==> src/hdl/template_frame_boundary_detector_assert.svh <==
// Assertion macros shared by the frame boundary detector modules.
// Needs nothing else; each macro expands to one concurrent assertion.
`ifndef TEMPLATE_FRAME_BOUNDARY_DETECTOR_ASSERT_SVH
`define TEMPLATE_FRAME_BOUNDARY_DETECTOR_ASSERT_SVH

// Property that must hold at every clock edge out of reset
`define TFBD_CHECK(label, clk, rst_n, expr, msg) \
    label: assert property (@(posedge clk) disable iff (!rst_n) (expr)) else $error(msg);

// Same-cycle implication
`define TFBD_IMPLIES(label, clk, rst_n, ante, cons, msg) \
    label: assert property (@(posedge clk) disable iff (!rst_n) (ante) |-> (cons)) \
        else $error(msg);

// Next-cycle implication
`define TFBD_NEXT(label, clk, rst_n, ante, cons, msg) \
    label: assert property (@(posedge clk) disable iff (!rst_n) (ante) |=> (cons)) \
        else $error(msg);

`endif

==> src/hdl/tfbd_pkg.sv <==
// Shared types and constants for the template frame boundary detector.
// No dependencies; the RTL files refer to it by scoped names, the bench imports it.
package tfbd_pkg;

    // Default geometry and frame limits
    localparam int MAX_FRAMES_DEF = 1024;
    localparam int MAX_WIDTH_DEF  = 4096;
    localparam int MAX_HEIGHT_DEF = 4096;

    // SAD accumulator width and saturation value
    localparam int SUM_W = 40;
    localparam logic [SUM_W-1:0] SUM_MAX = '1;

    // Field widths
    localparam int PIX_W   = 8;
    localparam int GEOM_W  = 13;
    localparam int POS_W   = 11;
    localparam int CLIP_W  = 12;

    // Configuration port
    localparam int ADDR_W = 5;
    localparam int DATA_W = 64;

    localparam logic [GEOM_W-1:0] WIDTH_RST  = 13'd1920;
    localparam logic [GEOM_W-1:0] HEIGHT_RST = 13'd1080;

    typedef enum logic [1:0] {
        REG_FRAME_WIDTH  = 2'd0,
        REG_FRAME_HEIGHT = 2'd1,
        REG_START_LIMIT  = 2'd2,
        REG_END_LIMIT    = 2'd3
    } reg_idx_t;

    // One input beat
    typedef struct packed {
        logic             last;
        logic [PIX_W-1:0] end_ref;
        logic [PIX_W-1:0] start_ref;
        logic [PIX_W-1:0] pixel;
    } beat_t;

    // Luma SAD limits
    typedef struct packed {
        logic [SUM_W-1:0] start_luma_limit;
        logic [SUM_W-1:0] end_luma_limit;
    } lim_t;

    // Pipeline token: frame marks a completed frame (stage 1) or a pending
    // decision (stage 2)
    typedef struct packed {
        logic valid;
        logic last;
        logic frame;
    } tok_t;

    // Final sums of one frame
    typedef struct packed {
        logic [SUM_W-1:0] sl;
        logic [SUM_W-1:0] el;
        logic [SUM_W-1:0] sc;
        logic [SUM_W-1:0] ec;
    } fsums_t;

    // Result beat
    typedef struct packed {
        logic [POS_W-1:0]         frame_total;
        logic signed [CLIP_W-1:0] clip_length;
        logic [POS_W-1:0]         end_frame;
        logic [POS_W-1:0]         start_frame;
    } res_t;

endpackage

==> src/hdl/tfbd_cfg.sv <==
// Configuration registers and derived frame geometry (luma and total bytes).
// Depends on tfbd_pkg.
module tfbd_cfg #(
    parameter int MAX_WIDTH  = tfbd_pkg::MAX_WIDTH_DEF,
    parameter int MAX_HEIGHT = tfbd_pkg::MAX_HEIGHT_DEF,
    localparam int WW      = $clog2(MAX_WIDTH + 1),
    localparam int HW      = $clog2(MAX_HEIGHT + 1),
    localparam int LUMA_W  = $clog2(MAX_WIDTH * MAX_HEIGHT + 1),
    localparam int TOTAL_W = $clog2(MAX_WIDTH * MAX_HEIGHT * 3 / 2 + 1)
) (
    input  logic                          clk,
    input  logic                          rst_n,
    input  logic                          psel,
    input  logic                          penable,
    input  logic                          pwrite,
    input  logic [tfbd_pkg::ADDR_W-1:0]   paddr,
    input  logic [tfbd_pkg::DATA_W-1:0]   pwdata,
    output logic [tfbd_pkg::DATA_W-1:0]   prdata,
    output tfbd_pkg::lim_t                lim,
    output logic [LUMA_W-1:0]             luma,
    output logic [TOTAL_W-1:0]            total
);

    logic [tfbd_pkg::GEOM_W-1:0] width_reg, height_reg;
    logic [tfbd_pkg::SUM_W-1:0]  start_lim_reg, end_lim_reg;
    logic [LUMA_W-1:0]           luma_reg, luma_next;
    logic [TOTAL_W-1:0]          total_reg, total_next;
    logic [WW-1:0]               w_clamp;
    logic [HW-1:0]               h_clamp;
    tfbd_pkg::reg_idx_t          idx;
    logic                        wr_en;

    assign idx   = tfbd_pkg::reg_idx_t'(paddr[4:3]);
    assign wr_en = psel && penable && pwrite;

    // Register writes
    always_ff @(posedge clk or negedge rst_n)
    begin
        if (!rst_n)
        begin
            width_reg     <= tfbd_pkg::WIDTH_RST;
            height_reg    <= tfbd_pkg::HEIGHT_RST;
            start_lim_reg <= tfbd_pkg::SUM_MAX;
            end_lim_reg   <= tfbd_pkg::SUM_MAX;
        end
        else if (wr_en)
        begin
            case (idx)
                tfbd_pkg::REG_FRAME_WIDTH:  width_reg     <= pwdata[tfbd_pkg::GEOM_W-1:0];
                tfbd_pkg::REG_FRAME_HEIGHT: height_reg    <= pwdata[tfbd_pkg::GEOM_W-1:0];
                tfbd_pkg::REG_START_LIMIT:  start_lim_reg <= pwdata[tfbd_pkg::SUM_W-1:0];
                tfbd_pkg::REG_END_LIMIT:    end_lim_reg   <= pwdata[tfbd_pkg::SUM_W-1:0];
                default: ;
            endcase
        end
    end

    // Read back
    always_comb
    begin
        case (idx)
            tfbd_pkg::REG_FRAME_WIDTH:  prdata = tfbd_pkg::DATA_W'(width_reg);
            tfbd_pkg::REG_FRAME_HEIGHT: prdata = tfbd_pkg::DATA_W'(height_reg);
            tfbd_pkg::REG_START_LIMIT:  prdata = tfbd_pkg::DATA_W'(start_lim_reg);
            tfbd_pkg::REG_END_LIMIT:    prdata = tfbd_pkg::DATA_W'(end_lim_reg);
            default:                    prdata = '0;
        endcase
    end

    // Clamp geometry, then luma = w*h and total = 1.5 * luma
    always_comb
    begin
        if (width_reg == '0)
            w_clamp = WW'(1);
        else if (32'(width_reg) > 32'(MAX_WIDTH))
            w_clamp = WW'(MAX_WIDTH);
        else
            w_clamp = WW'(width_reg);

        if (32'(height_reg) < 32'd2)
            h_clamp = HW'(2);
        else if (32'(height_reg) > 32'(MAX_HEIGHT))
            h_clamp = HW'(MAX_HEIGHT);
        else
            h_clamp = HW'(height_reg);

        luma_next  = LUMA_W'(w_clamp) * LUMA_W'(h_clamp);
        total_next = TOTAL_W'(luma_reg) + TOTAL_W'(luma_reg >> 1);
    end

    always_ff @(posedge clk or negedge rst_n)
    begin
        if (!rst_n)
        begin
            luma_reg  <= LUMA_W'(1920 * 1080);
            total_reg <= TOTAL_W'(1920 * 1080 * 3 / 2);
        end
        else
        begin
            luma_reg  <= luma_next;
            total_reg <= total_next;
        end
    end

    assign lim.start_luma_limit = start_lim_reg;
    assign lim.end_luma_limit   = end_lim_reg;
    assign luma  = luma_reg;
    assign total = total_reg;

endmodule

==> src/hdl/tfbd_accum.sv <==
// Per-byte stage: byte position in the frame and the four saturating SAD sums.
// Depends on tfbd_pkg and the assertion header.
`include "template_frame_boundary_detector_assert.svh"

module tfbd_accum #(
    parameter int MAX_WIDTH  = tfbd_pkg::MAX_WIDTH_DEF,
    parameter int MAX_HEIGHT = tfbd_pkg::MAX_HEIGHT_DEF,
    localparam int LUMA_W  = $clog2(MAX_WIDTH * MAX_HEIGHT + 1),
    localparam int TOTAL_W = $clog2(MAX_WIDTH * MAX_HEIGHT * 3 / 2 + 1)
) (
    input  logic                 clk,
    input  logic                 rst_n,
    input  logic                 advance,
    input  logic                 in_valid,
    input  tfbd_pkg::beat_t      in_beat,
    input  logic [LUMA_W-1:0]    luma,
    input  logic [TOTAL_W-1:0]   total,
    output tfbd_pkg::tok_t       s1_tok,
    output tfbd_pkg::fsums_t     s1_sums
);

    localparam int SW = tfbd_pkg::SUM_W;

    logic [TOTAL_W-1:0] bidx_reg, bidx_next;
    logic [SW-1:0]      sl_reg, el_reg, sc_reg, ec_reg;
    logic [SW-1:0]      sl_next, el_next, sc_next, ec_next;
    logic [SW-1:0]      sl_new, el_new, sc_new, ec_new;
    logic [7:0]         d_s, d_e;
    logic               is_luma, frame_end, step;
    tfbd_pkg::tok_t     tok_reg;
    tfbd_pkg::fsums_t   sums_reg;

    function automatic logic [7:0] absdiff8(input logic [7:0] a, input logic [7:0] b);
        absdiff8 = (a > b) ? (a - b) : (b - a);
    endfunction

    function automatic logic [SW-1:0] sat_add(input logic [SW-1:0] s, input logic [7:0] d);
        logic [SW:0] t;
        t = {1'b0, s} + (SW + 1)'(d);
        sat_add = t[SW] ? tfbd_pkg::SUM_MAX : t[SW-1:0];
    endfunction

    // Accumulate into luma or chroma sums, detect last byte of the frame
    always_comb
    begin
        step      = advance && in_valid;
        d_s       = absdiff8(in_beat.pixel, in_beat.start_ref);
        d_e       = absdiff8(in_beat.pixel, in_beat.end_ref);
        is_luma   = bidx_reg < TOTAL_W'(luma);
        frame_end = ({1'b0, bidx_reg} + (TOTAL_W + 1)'(1)) >= {1'b0, total};

        sl_new = is_luma ? sat_add(sl_reg, d_s) : sl_reg;
        el_new = is_luma ? sat_add(el_reg, d_e) : el_reg;
        sc_new = is_luma ? sc_reg : sat_add(sc_reg, d_s);
        ec_new = is_luma ? ec_reg : sat_add(ec_reg, d_e);

        bidx_next = bidx_reg;
        sl_next   = sl_reg;
        el_next   = el_reg;
        sc_next   = sc_reg;
        ec_next   = ec_reg;
        if (step)
        begin
            if (frame_end || in_beat.last)
            begin
                bidx_next = '0;
                sl_next   = '0;
                el_next   = '0;
                sc_next   = '0;
                ec_next   = '0;
            end
            else
            begin
                bidx_next = bidx_reg + TOTAL_W'(1);
                sl_next   = sl_new;
                el_next   = el_new;
                sc_next   = sc_new;
                ec_next   = ec_new;
            end
        end
    end

    always_ff @(posedge clk or negedge rst_n)
    begin
        if (!rst_n)
        begin
            bidx_reg <= '0;
            sl_reg   <= '0;
            el_reg   <= '0;
            sc_reg   <= '0;
            ec_reg   <= '0;
            tok_reg  <= '0;
        end
        else
        begin
            bidx_reg <= bidx_next;
            sl_reg   <= sl_next;
            el_reg   <= el_next;
            sc_reg   <= sc_next;
            ec_reg   <= ec_next;
            if (advance)
            begin
                tok_reg.valid <= in_valid;
                tok_reg.last  <= in_beat.last;
                tok_reg.frame <= frame_end;
            end
        end
    end

    // Completed frame sums, payload only
    always_ff @(posedge clk)
    begin
        if (step)
        begin
            sums_reg.sl <= sl_new;
            sums_reg.el <= el_new;
            sums_reg.sc <= sc_new;
            sums_reg.ec <= ec_new;
        end
    end

    assign s1_tok  = tok_reg;
    assign s1_sums = sums_reg;

    `TFBD_NEXT(a_bidx_restart, clk, rst_n, step && (frame_end || in_beat.last), bidx_reg == '0, "byte index not restarted after frame end or last beat")

endmodule

==> src/hdl/tfbd_decide.sv <==
// Per-frame stages: chroma jump computation, then start/end decision and result.
// Depends on tfbd_pkg and the assertion header.
`include "template_frame_boundary_detector_assert.svh"

module tfbd_decide #(
    parameter int MAX_FRAMES = tfbd_pkg::MAX_FRAMES_DEF,
    localparam int FCW = $clog2(MAX_FRAMES + 1)
) (
    input  logic               clk,
    input  logic               rst_n,
    input  logic               advance,
    input  tfbd_pkg::tok_t     s1_tok,
    input  tfbd_pkg::fsums_t   s1_sums,
    input  tfbd_pkg::lim_t     lim,
    output tfbd_pkg::tok_t     s2_tok,
    output tfbd_pkg::res_t     res
);

    localparam int SW = tfbd_pkg::SUM_W;

    // Stage B state
    logic [SW-1:0]  prev_sc_reg, prev_ec_reg, prev_sl_reg;
    logic [SW-1:0]  prev_sc_next, prev_ec_next, prev_sl_next;
    logic [FCW-1:0] frame_cnt_reg, frame_cnt_next, cnt_upd;
    logic           take;
    logic [SW-1:0]  sj, ej;

    // Stage 2 pipeline register
    tfbd_pkg::tok_t tok2_reg;
    logic [FCW-1:0] k2_reg, cnt2_reg;
    logic [SW-1:0]  sj2_reg, ej2_reg, psl2_reg, el2_reg;

    // Stage C state
    logic [SW-1:0]  best_sj_reg, best_ej_reg, best_sl_reg, best_el_reg;
    logic [SW-1:0]  best_sj_next, best_ej_next, best_sl_next, best_el_next;
    logic [SW-1:0]  best_sj_upd, best_ej_upd, best_sl_upd, best_el_upd;
    logic [FCW-1:0] start_pos_reg, end_pos_reg, start_pos_next, end_pos_next;
    logic [FCW-1:0] start_pos_upd, end_pos_upd, endv;
    logic           end_found_reg, end_found_next, end_found_upd;
    logic           sgt, start_ok, end_ok;

    function automatic logic [SW-1:0] absdiff(input logic [SW-1:0] a, input logic [SW-1:0] b);
        absdiff = (a > b) ? (a - b) : (b - a);
    endfunction

    // Stage B: chroma jumps against the previous frame, frame counting
    always_comb
    begin
        take    = s1_tok.frame && (frame_cnt_reg < FCW'(MAX_FRAMES));
        sj      = absdiff(prev_sc_reg, s1_sums.sc);
        ej      = absdiff(prev_ec_reg, s1_sums.ec);
        cnt_upd = take ? (frame_cnt_reg + FCW'(1)) : frame_cnt_reg;

        prev_sc_next   = prev_sc_reg;
        prev_ec_next   = prev_ec_reg;
        prev_sl_next   = prev_sl_reg;
        frame_cnt_next = frame_cnt_reg;
        if (advance && s1_tok.valid)
        begin
            if (s1_tok.last)
            begin
                prev_sc_next   = '0;
                prev_ec_next   = '0;
                prev_sl_next   = '0;
                frame_cnt_next = '0;
            end
            else if (take)
            begin
                prev_sc_next   = s1_sums.sc;
                prev_ec_next   = s1_sums.ec;
                prev_sl_next   = s1_sums.sl;
                frame_cnt_next = cnt_upd;
            end
        end
    end

    always_ff @(posedge clk or negedge rst_n)
    begin
        if (!rst_n)
        begin
            prev_sc_reg   <= '0;
            prev_ec_reg   <= '0;
            prev_sl_reg   <= '0;
            frame_cnt_reg <= '0;
            tok2_reg      <= '0;
        end
        else
        begin
            prev_sc_reg   <= prev_sc_next;
            prev_ec_reg   <= prev_ec_next;
            prev_sl_reg   <= prev_sl_next;
            frame_cnt_reg <= frame_cnt_next;
            if (advance)
            begin
                tok2_reg.valid <= s1_tok.valid;
                tok2_reg.last  <= s1_tok.last;
                tok2_reg.frame <= take && (frame_cnt_reg != '0);
            end
        end
    end

    // Stage 2 payload
    always_ff @(posedge clk)
    begin
        if (advance)
        begin
            k2_reg   <= frame_cnt_reg;
            cnt2_reg <= cnt_upd;
            sj2_reg  <= sj;
            ej2_reg  <= ej;
            psl2_reg <= prev_sl_reg;
            el2_reg  <= s1_sums.el;
        end
    end

    // Stage C: pick start or end candidate, gate by luma limits and minima
    always_comb
    begin
        sgt      = sj2_reg > ej2_reg;
        start_ok = (best_sj_reg <= sj2_reg) && (best_sl_reg >= psl2_reg) &&
                   (psl2_reg <= lim.start_luma_limit);
        end_ok   = (best_ej_reg <= ej2_reg) && (best_el_reg >= el2_reg) &&
                   (el2_reg <= lim.end_luma_limit);

        best_sj_upd   = best_sj_reg;
        best_ej_upd   = best_ej_reg;
        best_sl_upd   = best_sl_reg;
        best_el_upd   = best_el_reg;
        start_pos_upd = start_pos_reg;
        end_pos_upd   = end_pos_reg;
        end_found_upd = end_found_reg;
        if (tok2_reg.frame)
        begin
            if (sgt)
            begin
                if (start_ok)
                begin
                    best_sj_upd   = sj2_reg;
                    best_sl_upd   = psl2_reg;
                    start_pos_upd = k2_reg;
                    // new start at or past the end: lift the luma bound for a later end
                    if (end_found_reg && (k2_reg >= end_pos_reg))
                        best_el_upd = tfbd_pkg::SUM_MAX;
                end
            end
            else if (end_ok)
            begin
                best_ej_upd   = ej2_reg;
                best_el_upd   = el2_reg;
                end_pos_upd   = k2_reg;
                end_found_upd = 1'b1;
            end
        end

        best_sj_next   = best_sj_reg;
        best_ej_next   = best_ej_reg;
        best_sl_next   = best_sl_reg;
        best_el_next   = best_el_reg;
        start_pos_next = start_pos_reg;
        end_pos_next   = end_pos_reg;
        end_found_next = end_found_reg;
        if (advance && tok2_reg.valid)
        begin
            if (tok2_reg.last)
            begin
                best_sj_next   = '0;
                best_ej_next   = '0;
                best_sl_next   = tfbd_pkg::SUM_MAX;
                best_el_next   = tfbd_pkg::SUM_MAX;
                start_pos_next = '0;
                end_pos_next   = '0;
                end_found_next = 1'b0;
            end
            else
            begin
                best_sj_next   = best_sj_upd;
                best_ej_next   = best_ej_upd;
                best_sl_next   = best_sl_upd;
                best_el_next   = best_el_upd;
                start_pos_next = start_pos_upd;
                end_pos_next   = end_pos_upd;
                end_found_next = end_found_upd;
            end
        end

        // Result from the state after this beat's decision
        endv            = end_found_upd ? end_pos_upd : cnt2_reg;
        res.start_frame = tfbd_pkg::POS_W'(start_pos_upd);
        res.end_frame   = tfbd_pkg::POS_W'(endv);
        res.clip_length = tfbd_pkg::CLIP_W'(endv) - tfbd_pkg::CLIP_W'(start_pos_upd);
        res.frame_total = tfbd_pkg::POS_W'(cnt2_reg);
    end

    always_ff @(posedge clk or negedge rst_n)
    begin
        if (!rst_n)
        begin
            best_sj_reg   <= '0;
            best_ej_reg   <= '0;
            best_sl_reg   <= tfbd_pkg::SUM_MAX;
            best_el_reg   <= tfbd_pkg::SUM_MAX;
            start_pos_reg <= '0;
            end_pos_reg   <= '0;
            end_found_reg <= 1'b0;
        end
        else
        begin
            best_sj_reg   <= best_sj_next;
            best_ej_reg   <= best_ej_next;
            best_sl_reg   <= best_sl_next;
            best_el_reg   <= best_el_next;
            start_pos_reg <= start_pos_next;
            end_pos_reg   <= end_pos_next;
            end_found_reg <= end_found_next;
        end
    end

    assign s2_tok = tok2_reg;

    `TFBD_CHECK(a_frame_cnt_max, clk, rst_n, frame_cnt_reg <= FCW'(MAX_FRAMES), "frame count beyond limit")
    `TFBD_IMPLIES(a_end_pos_clear, clk, rst_n, !end_found_reg, end_pos_reg == '0, "end position set without end found")

endmodule

==> src/hdl/template_frame_boundary_detector.sv <==
// Template frame boundary detector, top level: ports, input and result beats.
// Depends on tfbd_pkg, tfbd_cfg, tfbd_accum, tfbd_decide and the assertion header.
//
// Usage:
//   s_* stream: one video byte per beat with the co-located start and end
//   template bytes; s_tlast marks the final byte of the video.
//   m_* stream: one result beat per s_tlast beat (start, end, length, count).
//   APB port: frame_width, frame_height and the two luma SAD limits at
//   byte addresses 0, 8, 16 and 24; write only while the block is idle.
// Timing:
//   One byte per cycle while the pipeline does not hold (see Stall). A beat
//   passes an input register, the byte accumulate stage, the jump stage and
//   the decision stage; the result for a last beat is then registered onto m_tvalid.
//   A new geometry reaches the datapath through the registered luma, then the registered total.
// Reset: all sums, counters and positions clear; registers take their
//   defaults (1920 x 1080, limits all ones). No beat is lost or replayed.
// Stall: while m_tready is low the result beat holds. Input beats keep
//   flowing until a further last beat reaches the decision stage; the
//   pipeline then holds until the pending result is taken.
`include "template_frame_boundary_detector_assert.svh"

module template_frame_boundary_detector #(
    parameter int MAX_FRAMES = tfbd_pkg::MAX_FRAMES_DEF,
    parameter int MAX_WIDTH  = tfbd_pkg::MAX_WIDTH_DEF,
    parameter int MAX_HEIGHT = tfbd_pkg::MAX_HEIGHT_DEF,
    localparam int LUMA_W  = $clog2(MAX_WIDTH * MAX_HEIGHT + 1),
    localparam int TOTAL_W = $clog2(MAX_WIDTH * MAX_HEIGHT * 3 / 2 + 1)
) (
    input  logic                         clk,
    input  logic                         rst_n,
    // slave stream
    input  logic                         s_tvalid,
    output logic                         s_tready,
    input  logic [23:0]                  s_tdata,  // pixel, start_ref, end_ref
    input  logic                         s_tlast,
    // master stream
    output logic                         m_tvalid,
    input  logic                         m_tready,
    output logic [47:0]                  m_tdata,  // start_frame, end_frame, clip_length,
                                                   // frame_total, zero pad
    // configuration
    input  logic                         psel,
    input  logic                         penable,
    input  logic                         pwrite,
    input  logic [tfbd_pkg::ADDR_W-1:0]  paddr,
    input  logic [tfbd_pkg::DATA_W-1:0]  pwdata,
    output logic [tfbd_pkg::DATA_W-1:0]  prdata,
    output logic                         pready
);

    tfbd_pkg::lim_t    lim;
    logic [LUMA_W-1:0] luma;
    logic [TOTAL_W-1:0] total;

    logic              s0_valid_reg;
    tfbd_pkg::beat_t   s0_beat_reg;
    tfbd_pkg::tok_t    s1_tok, s2_tok;
    tfbd_pkg::fsums_t  s1_sums;
    tfbd_pkg::res_t    res;
    logic              advance;

    logic              out_valid_reg;
    tfbd_pkg::res_t    out_res_reg;

    assign pready = 1'b1;

    tfbd_cfg #(
        .MAX_WIDTH  (MAX_WIDTH),
        .MAX_HEIGHT (MAX_HEIGHT)
    ) u_cfg (
        .clk     (clk),
        .rst_n   (rst_n),
        .psel    (psel),
        .penable (penable),
        .pwrite  (pwrite),
        .paddr   (paddr),
        .pwdata  (pwdata),
        .prdata  (prdata),
        .lim     (lim),
        .luma    (luma),
        .total   (total)
    );

    // Pipeline holds only when a result is due and the output beat is still held
    assign advance  = !(s2_tok.valid && s2_tok.last && out_valid_reg && !m_tready);
    assign s_tready = advance || !s0_valid_reg;

    // Input register
    always_ff @(posedge clk or negedge rst_n)
    begin
        if (!rst_n)
            s0_valid_reg <= 1'b0;
        else if (s_tready)
            s0_valid_reg <= s_tvalid;
    end

    always_ff @(posedge clk)
    begin
        if (s_tvalid && s_tready)
        begin
            s0_beat_reg.pixel     <= s_tdata[7:0];
            s0_beat_reg.start_ref <= s_tdata[15:8];
            s0_beat_reg.end_ref   <= s_tdata[23:16];
            s0_beat_reg.last      <= s_tlast;
        end
    end

    tfbd_accum #(
        .MAX_WIDTH  (MAX_WIDTH),
        .MAX_HEIGHT (MAX_HEIGHT)
    ) u_accum (
        .clk      (clk),
        .rst_n    (rst_n),
        .advance  (advance),
        .in_valid (s0_valid_reg),
        .in_beat  (s0_beat_reg),
        .luma     (luma),
        .total    (total),
        .s1_tok   (s1_tok),
        .s1_sums  (s1_sums)
    );

    tfbd_decide #(
        .MAX_FRAMES (MAX_FRAMES)
    ) u_decide (
        .clk     (clk),
        .rst_n   (rst_n),
        .advance (advance),
        .s1_tok  (s1_tok),
        .s1_sums (s1_sums),
        .lim     (lim),
        .s2_tok  (s2_tok),
        .res     (res)
    );

    // Result register
    always_ff @(posedge clk or negedge rst_n)
    begin
        if (!rst_n)
            out_valid_reg <= 1'b0;
        else if (advance && s2_tok.valid && s2_tok.last)
            out_valid_reg <= 1'b1;
        else if (m_tready)
            out_valid_reg <= 1'b0;
    end

    always_ff @(posedge clk)
    begin
        if (advance && s2_tok.valid && s2_tok.last)
            out_res_reg <= res;
    end

    assign m_tvalid = out_valid_reg;
    assign m_tdata  = {3'b000, out_res_reg.frame_total, out_res_reg.clip_length,
                       out_res_reg.end_frame, out_res_reg.start_frame};

    `TFBD_IMPLIES(a_result_source, clk, rst_n, $rose(out_valid_reg), $past(s2_tok.valid && s2_tok.last), "result beat without a last beat at the decision stage")

endmodule

==> config.mk <==
export PLATFORM = sky130hd
export DESIGN_NAME = template_frame_boundary_detector
export DESIGN_NICKNAME = d
export VERILOG_FILES = /design/src/hdl/tfbd_pkg.sv /design/src/hdl/tfbd_cfg.sv /design/src/hdl/tfbd_accum.sv /design/src/hdl/tfbd_decide.sv /design/src/hdl/template_frame_boundary_detector.sv
export VERILOG_INCLUDE_DIRS = /design/src /design/src/hdl
export SDC_FILE = /design/constraint.sdc
export NUM_CORES = 2
export LEC_CHECK = 0
export ABC_AREA = 0
export BUFFER_PORTS_ARGS = -buffer_cell sky130_fd_sc_hd__clkbuf_2
export CORE_MARGIN = 2
export CORE_UTILIZATION = 66
export CTS_BUF_LIST = sky130_fd_sc_hd__clkbuf_2 sky130_fd_sc_hd__clkbuf_4 sky130_fd_sc_hd__clkbuf_8
export CTS_CLUSTER_DIAMETER = 60
export DETAILED_ROUTE_END_ITERATION = 7
export GPL_TIMING_DRIVEN = 0
export PLACE_DENSITY = 0.84
export SYNTH_ARGS = -nofsm -noshare
export SYNTH_HDL_FRONTEND = slang
export SYNTH_HIERARCHICAL = 1
export SYNTH_SLANG_ARGS = --single-unit
==> constraint.sdc <==
create_clock -name clk -period 17.3 [get_ports clk]
set_input_delay 1.73 -clock clk [delete_from_list [all_inputs] [get_ports clk]]
set_output_delay 1.73 -clock clk [all_outputs]
set_load 0.03 [all_outputs]
; Yosys cells after proc, flatten, opt, wreduce, memory -nomap -nowiden
; Cells that the tools add are included.
[word_totals]
register_bits = 1075
in_bits = 101
out_inout_bits = 115
elab_cells = 194
[op_classes]
add_sub_neg = 17
mul = 1
n_lt_le_gt_ge = 18
eq_ne = 6
n_mux = 64
reduce_logical = 40
[op_table]
columns = op, count
row1 = $mux W40, 38
row2 = $pmux W64 S4, 1
row3 = $add A40 B8 Y41, 4
row4 = $le A40 B40 Y1, 4
row5 = $sub A40 B40 Y40, 4
row6 = $mux W11, 12
row7 = $gt A40 B40 Y1, 3
row8 = $ge A40 B40 Y1, 2
row9 = $mux W13, 4
row10 = $sub A8 B8 Y8, 4
row11 = $add A25 B1 Y26 const B, 1
row12 = $ge A26 B25 Y1, 1
row13 = $gt A13 B13 Y1 const B, 2
row14 = $add A25 B1 Y25 const B, 1
row15 = $add A25 B24 Y25, 1
row16 = $lt A25 B25 Y1, 1
row17 = $mul A13 B13 Y25, 1
row18 = $mux W25, 1
row19 = $logic_and A1 B1 Y1, 17
row20 = $gt A8 B8 Y1, 2
row21 = $mux W8, 2
row22 = $logic_not A13 Y1, 1
row23 = $lt A13 B2 Y1 const B, 1
row24 = $reduce_bool A2 Y1, 6
row25 = other kinds (17), 32

; Depth between registers and ports, before layout
[logic_depth]
depth_word = 8
mapped_depth = 27
mapped_depth_nobuf = 25

; Hierarchy
; The synthesis kept the hierarchy.
[by_module_without_submodules]
columns = module, n_inst, cells_per_inst, area_per_inst_um2
row1 = tfbd_decide, 1, 4064, 36739.0
row2 = tfbd_accum, 1, 2221, 21548.2
row3 = tfbd_cfg, 1, 1268, 13172.6
row4 = template_frame_boundary_detector, 1, 88, 2250.9

; Worst setup path before layout
; OpenSTA, ideal clock, no wires.
[synth_timing]
path_kind = input port to flip-flop
from = in m_tready
to = reg u_accum.sums_reg, in the netlist u_accum/s1_sums[0] (enable)
setup_ps = 587
arrival_time_ps = 11402
slack_ps = 5312
stages = 6
path_cell_list = nor2b_1 -> nand3_1 -> nand2_1 -> inv_1 -> clkbuf_1 -> clkbuf_1
[synth_via]
elab_chain_len = 4
[synth_lines]
columns = item, line_no
row1 = "start, declared", template_frame_boundary_detector.sv:38  ; input logic m_tready,
row2 = $logic_not A1 Y1, template_frame_boundary_detector.sv:85  ; assign advance = !(s2_tok.valid && s2_tok.last && out_valid_reg && !m_tready);
row3 = $logic_and A1 B1 Y1, template_frame_boundary_detector.sv:85
row4 = $logic_not A1 Y1, template_frame_boundary_detector.sv:85
row5 = named net advance, template_frame_boundary_detector.sv:60  ; logic advance;
row6 = $logic_and A1 B1 Y1, tfbd_accum.sv:46  ; step = advance && in_valid;
row7 = named net u_accum.step, tfbd_accum.sv:29  ; logic is_luma, frame_end, step;
row8 = "end, declared", tfbd_accum.sv:31  ; tfbd_pkg::fsums_t sums_reg;
; The timed path passes the listed nets, and every way through them passes these cells.
; A chain may end at the register's enable or synchronous reset.

; Final worst setup path
[layout_timing]
from = reg u_cfg/height_reg[9] (netlist name)
to = reg u_cfg.luma_reg[21] (netlist: u_cfg/luma[21])
[layout_via]
elab_chain_len = 4
elab_cells_between_ends = 5
classes_between = 1 x mul / 2 x order compare / 2 x mux
[layout_lines]
columns = item, line_no
row1 = "start, declared", tfbd_cfg.sv:24  ; logic [tfbd_pkg::GEOM_W-1:0] width_reg, height_reg;
row2 = "start signal, assigned", tfbd_cfg.sv:42  ; height_reg <= tfbd_pkg::HEIGHT_RST;
row3 = "start signal, assigned", tfbd_cfg.sv:50  ; tfbd_pkg::REG_FRAME_HEIGHT: height_reg <= pwdata[tfbd_pkg::GEOM_W-1:0];
row4 = $gt A13 B13 Y1, tfbd_cfg.sv:82  ; else if (32'(height_reg) > 32'(MAX_HEIGHT))
row5 = $mux W13, tfbd_cfg.sv:82
row6 = $mux W13 *, tfbd_cfg.sv:80  ; if (32'(height_reg) < 32'd2)
row7 = $mul A13 B13 Y25 *, tfbd_cfg.sv:87  ; luma_next = LUMA_W'(w_clamp) * LUMA_W'(h_clamp);
row8 = named net u_cfg.luma_next[21], tfbd_cfg.sv:26  ; logic [LUMA_W-1:0] luma_reg, luma_next;
row9 = "end signal, assigned", tfbd_cfg.sv:95  ; luma_reg <= LUMA_W'(1920 * 1080);
row10 = "end signal, assigned", tfbd_cfg.sv:100  ; luma_reg <= luma_next;
row11 = "end, declared", tfbd_cfg.sv:26
; The timed path passes the listed nets; every way through them passes the cells marked *.

==> results list <==
- Outcome: finished clean
- The number of gates resized after CTS was 0.
* Hold path startpoint: u_accum/s1_sums[88]
* Worst hold path cell count: 0
- Walking the worst path, the cells encountered are nor4_1, nand3_1, o21ai_0, and2_1, clkbuf_1, nand2_1, fa_1, fa_1, inv_1, fa_1, fa_1, inv_1, fa_1, inv_1, ha_1, a21oi_1, o21ai_0, a21o_1, a221o_1, a31oi_1, o21ai_0, xnor2_1.
- Counting flops with a built-in enable in the synthesized netlist gives 412.
- For this run, the share of the core covered by cells in the final layout is 73.1%.
* Final count of hold timing violations: 0
- Measured along the y axis, the die boundary spans 338 um.
- The congestion estimate from routability-driven global placement came to 0.993.
- Row count: 122
- Via density per instance: 6.49
* Number of clock buffers inserted by TritonCTS: 183
- Post-detailed-route wirelength per cell: 23.3 um
- The tightest min-delay check is of the register to register type.
* Global route total overflow: 0
* Switching Share: 40.5%
- The register with the most flip-flops in the layout has 160 of them.
- The later pin in the worst-skew pair is clocked with a latency of 0.93 ns.
* Clock tree from TritonCTS: built
- Register area share after synthesis: 39.6%
- Counting cells, the worst reg-to-reg path comes to 22.
- Across every metal layer, demand over resource in global routing totals 38.8%.
- Yosys warning count: 6
- Clock tree synthesis found a total of 1075 sinks.
- For this run, design rule violations remaining after detail routing come to 0.
- 216 I/O pins were placed.
- The worst path needs 7.27 ns of the cycle, external delays included.
- Worst slew pin tran: 1.34 ns
- For this run, the slowest stage of the critical path takes 0.73 ns.
- After layout, the worst path uses 42.0% of the clock period.
- The share of total power dissipated in the clock network is 23.7%.
- The via count of the first global-routing pass is 61.5k.
- After synthesis the cells add up to 73700 sq um.
- Sequential cells burn 35.6% of the power.
- In this run the critical register-to-register path is launched from u_cfg/height_reg[9].
* Number of cells in the finished layout apart from fillers: 9673
- Cell internal power was estimated by the tool at 6.36 mW.
- Worst setup EP type: register
- The layout has 7965 filler cells.
* Relative contribution of combinational cells to total power: 40.8%
* Top fanout value on the critical path: 7
- Arrival time reported for the critical path endpoint: 8.02 ns
- Max-cap violations in this run came to 0.
- From left edge to right edge, the die measures 338 um.
- Core Area: 111000 sq um
- The slowest stage of the critical path belongs to the cell sky130_fd_sc_hd__o21ai_0.
- Total Wirelength: 225 mm
* Area delta synth->final: 9.76%
* Initial cell density of the core: 66.6%
- Broken down by cell family, the worst path's largest delay share belongs to adder cells.
* Iteration count of the initial detailed-routing pass: 8
- Dividing total power by cell area gives a power density of 132 nW/um^2.
* Worst reg2reg endpoint: u_cfg/luma[21]
- Maximum number of pins on one net before global-route repair: 107
* Die area: 114000 sq um
- Clock-pin slew was measured on the worst setup and hold paths at 0.07 ns.
* First-pass GRT wire length: 348 mm
- STA classifies the critical path startpoint as a register.
* Setup violation total in the final timing report: 0
- For flop-to-flop paths, the worst setup slack is 10.03 ns.
- Number of instances in the synthesized netlist: 7641
- Number of nets at the end of the flow: 8922
- For this block, the initial DRC count from the detailed router was 7804.
- Buffer type at the clock tree root: sky130_fd_sc_hd__clkbuf_8
* Fraction of layout cells with a size suffix above 1: 12.6%
- Number of buffers inserted by post-CTS setup repair: 0
- Via Count: 62.8k
- Counting distinct cell types in the post-synthesis netlist gives 113.
* Max IR drop VDD: 122 uV
- Together, buffers and inverters on the worst path number 4.
- Worst slew margin relative to its limit: 10.5%
- Maximum buffer depth of the clock tree: 3
* Critical path class: register to register
- Post-route clock skew: 0.0725 ns
- Antenna Violating Nets Remaining: 0
- Of all flip-flops after synthesis, the portion carrying an async set or reset was 61.7%.
- Leakage power: 37.4 nW
- Timing would allow up to 138 MHz.
* Unrepaired setup endpoints after global routing: false
- The H-tree was split into 4 levels.
- Worst Path Required: 18.05 ns
* Fin. max-slew vios: 0
- Dividing the synthesized area by the synthesized cell count gives 9.65 sq um.
- Hold buffers post-CTS: 0
- The most used flip-flop cell after synthesis is sky130_fd_sc_hd__dfrtp_1.
- CP most frequent cell: sky130_fd_sc_hd__fa_1
* Number of buffer cells added on primary ports: 158
- The path with the worst hold slack has its endpoint at u_decide/el2_reg[8].
- HPWL after detailed placement: 171 mm
- For this design the total switching power over the nets is 4.32 mW.
- The synthesized design contains 1075 register bits.
- Total placed cells including tap cells: 9324
- The number of antenna violations at the first check in global routing came to 10.
==> cells by family after synthesis <==
| family | count (synthesis) | share of synthesized area [%] |
|---|---|---|
| buf+inv | 1220 | 6.60 |
| xor+xnor | 280 | 3.33 |
| mux | 236 | 3.64 |
| fa+ha+maj | 800 | 14.9 |
| simple gates | 2066 | 14.0 |
| other cells | 3 | 0.0153 |
| flops | 1075 | 39.6 |
| compound gates | 1961 | 17.9 |
==> cell type report <==
cell class	count	area [sq um]	share of cell area (%)
Inverter	808	3030	3.75
Multi-Input combinational cell	5371	39800	49.2
Sequential cell	1075	29200	36.1
Clock buffer	278	3460	4.28
Clock inverter	69	624	0.772
Buffer	412	1830	2.27
Timing Repair Buffer	170	1120	1.39
Tap cell	1488	1860	2.30
Antenna cell	2	5.00	0.00619
==> per-layer routing <==
layer / routed length [um] / up-vias / track usage (%)
li1: - / 28000 / -
met1: 89300 / 30300 / 52.8
met2: 98200 / 3711 / 58.7
met3: 25900 / 716 / 9.20
met4: 11700 / 10 / 18.5
met5: 65 / - / 0
==> cell usage in the layout (no fill, tap or decap), types with 173 or more instances in the layout <==
master,Yosys,final
sky130_fd_sc_hd__a21o_1,252,252
sky130_fd_sc_hd__a21oi_1,450,450
sky130_fd_sc_hd__clkbuf_1,262,261
sky130_fd_sc_hd__clkbuf_8,0,221
sky130_fd_sc_hd__dfrtp_1,477,477
sky130_fd_sc_hd__dfstp_2,186,186
sky130_fd_sc_hd__edfxtp_1,412,412
sky130_fd_sc_hd__ha_1,666,666
sky130_fd_sc_hd__inv_1,805,805
sky130_fd_sc_hd__nand2_1,643,643
sky130_fd_sc_hd__nor2_1,395,394
sky130_fd_sc_hd__o21ai_0,386,386
sky130_fd_sc_hd__xnor2_1,173,173
==> worst max path at each step <==
| stage | start | endpoint | slack (ns) | cells past startpoint |
|---|---|---|---|---|
| global placement | rst_n | u_decide/best_sj_reg[25] | -1.85 | 1 |
| floorplan | m_tready | u_accum/s1_sums[0] | 5.31 | 6 |
| detailed placement | u_cfg/start_lim_reg[31] | m_tdata[32] | 10.21 | 25 |
| CTS | u_cfg/height_reg[9] | u_cfg/luma[21] | 10.17 | 22 |
| global route | u_cfg/height_reg[9] | u_cfg/luma[21] | 9.66 | 23 |
| finish | u_cfg/height_reg[9] | u_cfg/luma[21] | 10.03 | 22 |
==> power by group through the flow <==
stage | clock, mW | sequential (mW) | combinational [mW]
CTS | 2.55 | 3.77 | 4.25
floorplan | 0 | 3.61 | 3.03
finish | 2.53 | 3.80 | 4.35
global placement | 0 | 3.80 | 4.04
detailed placement | 0 | 3.80 | 4.21
global route | 2.67 | 3.83 | 4.79
==> synth_stat cells (all sizes together) (14+ instances only) <==
| cell | number | area [sq um] |
|---|---|---|
| edfxtp | 412 | 12400 |
| inv | 806 | 3030 |
| a2bb2oi | 49 | 429 |
| a21oi | 453 | 2280 |
| o21a | 48 | 360 |
| or3 | 27 | 169 |
| buf | 149 | 841 |
| xnor2 | 173 | 1520 |
| o221ai | 26 | 234 |
| a21boi | 17 | 128 |
| and2 | 79 | 494 |
| nand3 | 139 | 696 |
| xor2 | 107 | 937 |
| nand4 | 146 | 928 |
| mux2 | 127 | 1430 |
| nand2 | 644 | 2420 |
| o2bb2ai | 26 | 228 |
| nand2b | 83 | 519 |
| and3 | 73 | 457 |
| clkbuf | 263 | 988 |
| fa | 134 | 2680 |
| ha | 666 | 8330 |
| a21o | 253 | 1900 |
| nor4 | 109 | 791 |
| nor2 | 397 | 1500 |
| a211o | 31 | 272 |
| a221oi | 24 | 229 |
| a31oi | 98 | 613 |
| or2 | 14 | 87.6 |
| a211oi | 39 | 315 |
| dfstp | 186 | 4890 |
| and4 | 31 | 272 |
| a22o | 129 | 1130 |
| o22a | 22 | 193 |
| o21ai | 397 | 2000 |
| o21bai | 46 | 349 |
| dfrtp | 477 | 11900 |
| o31ai | 160 | 1210 |
| nor2b | 102 | 638 |
| o211ai | 27 | 208 |
| nor3 | 174 | 931 |
| mux2i | 96 | 961 |
==> per-stage QoR <==
stage                     setup WS [ns]  hold WS, ns  total power [mW]  TNS, ns  instance area, sq um
after detailed placement          10.21        0.405              8.01        0                 76800
final                             10.03        0.413              10.7        0                 80900
after global routing               9.66        0.420              11.3        0                 80900
after floorplan                    5.31        0.400              6.64        0                 73800
after global placement            -1.85        0.404              7.84  -820.66                 76500
after CTS                         10.17        0.407              10.6        0                 80900
==> worst reg2reg max path, stage by stage, from the launching register on <==
cell	delay, ns
sky130_fd_sc_hd__dfrtp_1	0.53
sky130_fd_sc_hd__nor4_1	0.31
sky130_fd_sc_hd__nand3_1	0.18
sky130_fd_sc_hd__o21ai_0	0.73
sky130_fd_sc_hd__and2_1	0.23
sky130_fd_sc_hd__clkbuf_1	0.40
sky130_fd_sc_hd__nand2_1	0.14
sky130_fd_sc_hd__fa_1	0.43
sky130_fd_sc_hd__fa_1	0.56
sky130_fd_sc_hd__inv_1	0.05
sky130_fd_sc_hd__fa_1	0.47
sky130_fd_sc_hd__fa_1	0.56
sky130_fd_sc_hd__inv_1	0.06
sky130_fd_sc_hd__fa_1	0.53
sky130_fd_sc_hd__inv_1	0.04
sky130_fd_sc_hd__ha_1	0.35
sky130_fd_sc_hd__a21oi_1	0.24
sky130_fd_sc_hd__o21ai_0	0.16
sky130_fd_sc_hd__a21o_1	0.20
sky130_fd_sc_hd__a221o_1	0.40
sky130_fd_sc_hd__a31oi_1	0.27
sky130_fd_sc_hd__o21ai_0	0.14
sky130_fd_sc_hd__xnor2_1	0.14
Note: power is estimated with default switching activity, not from simulation.
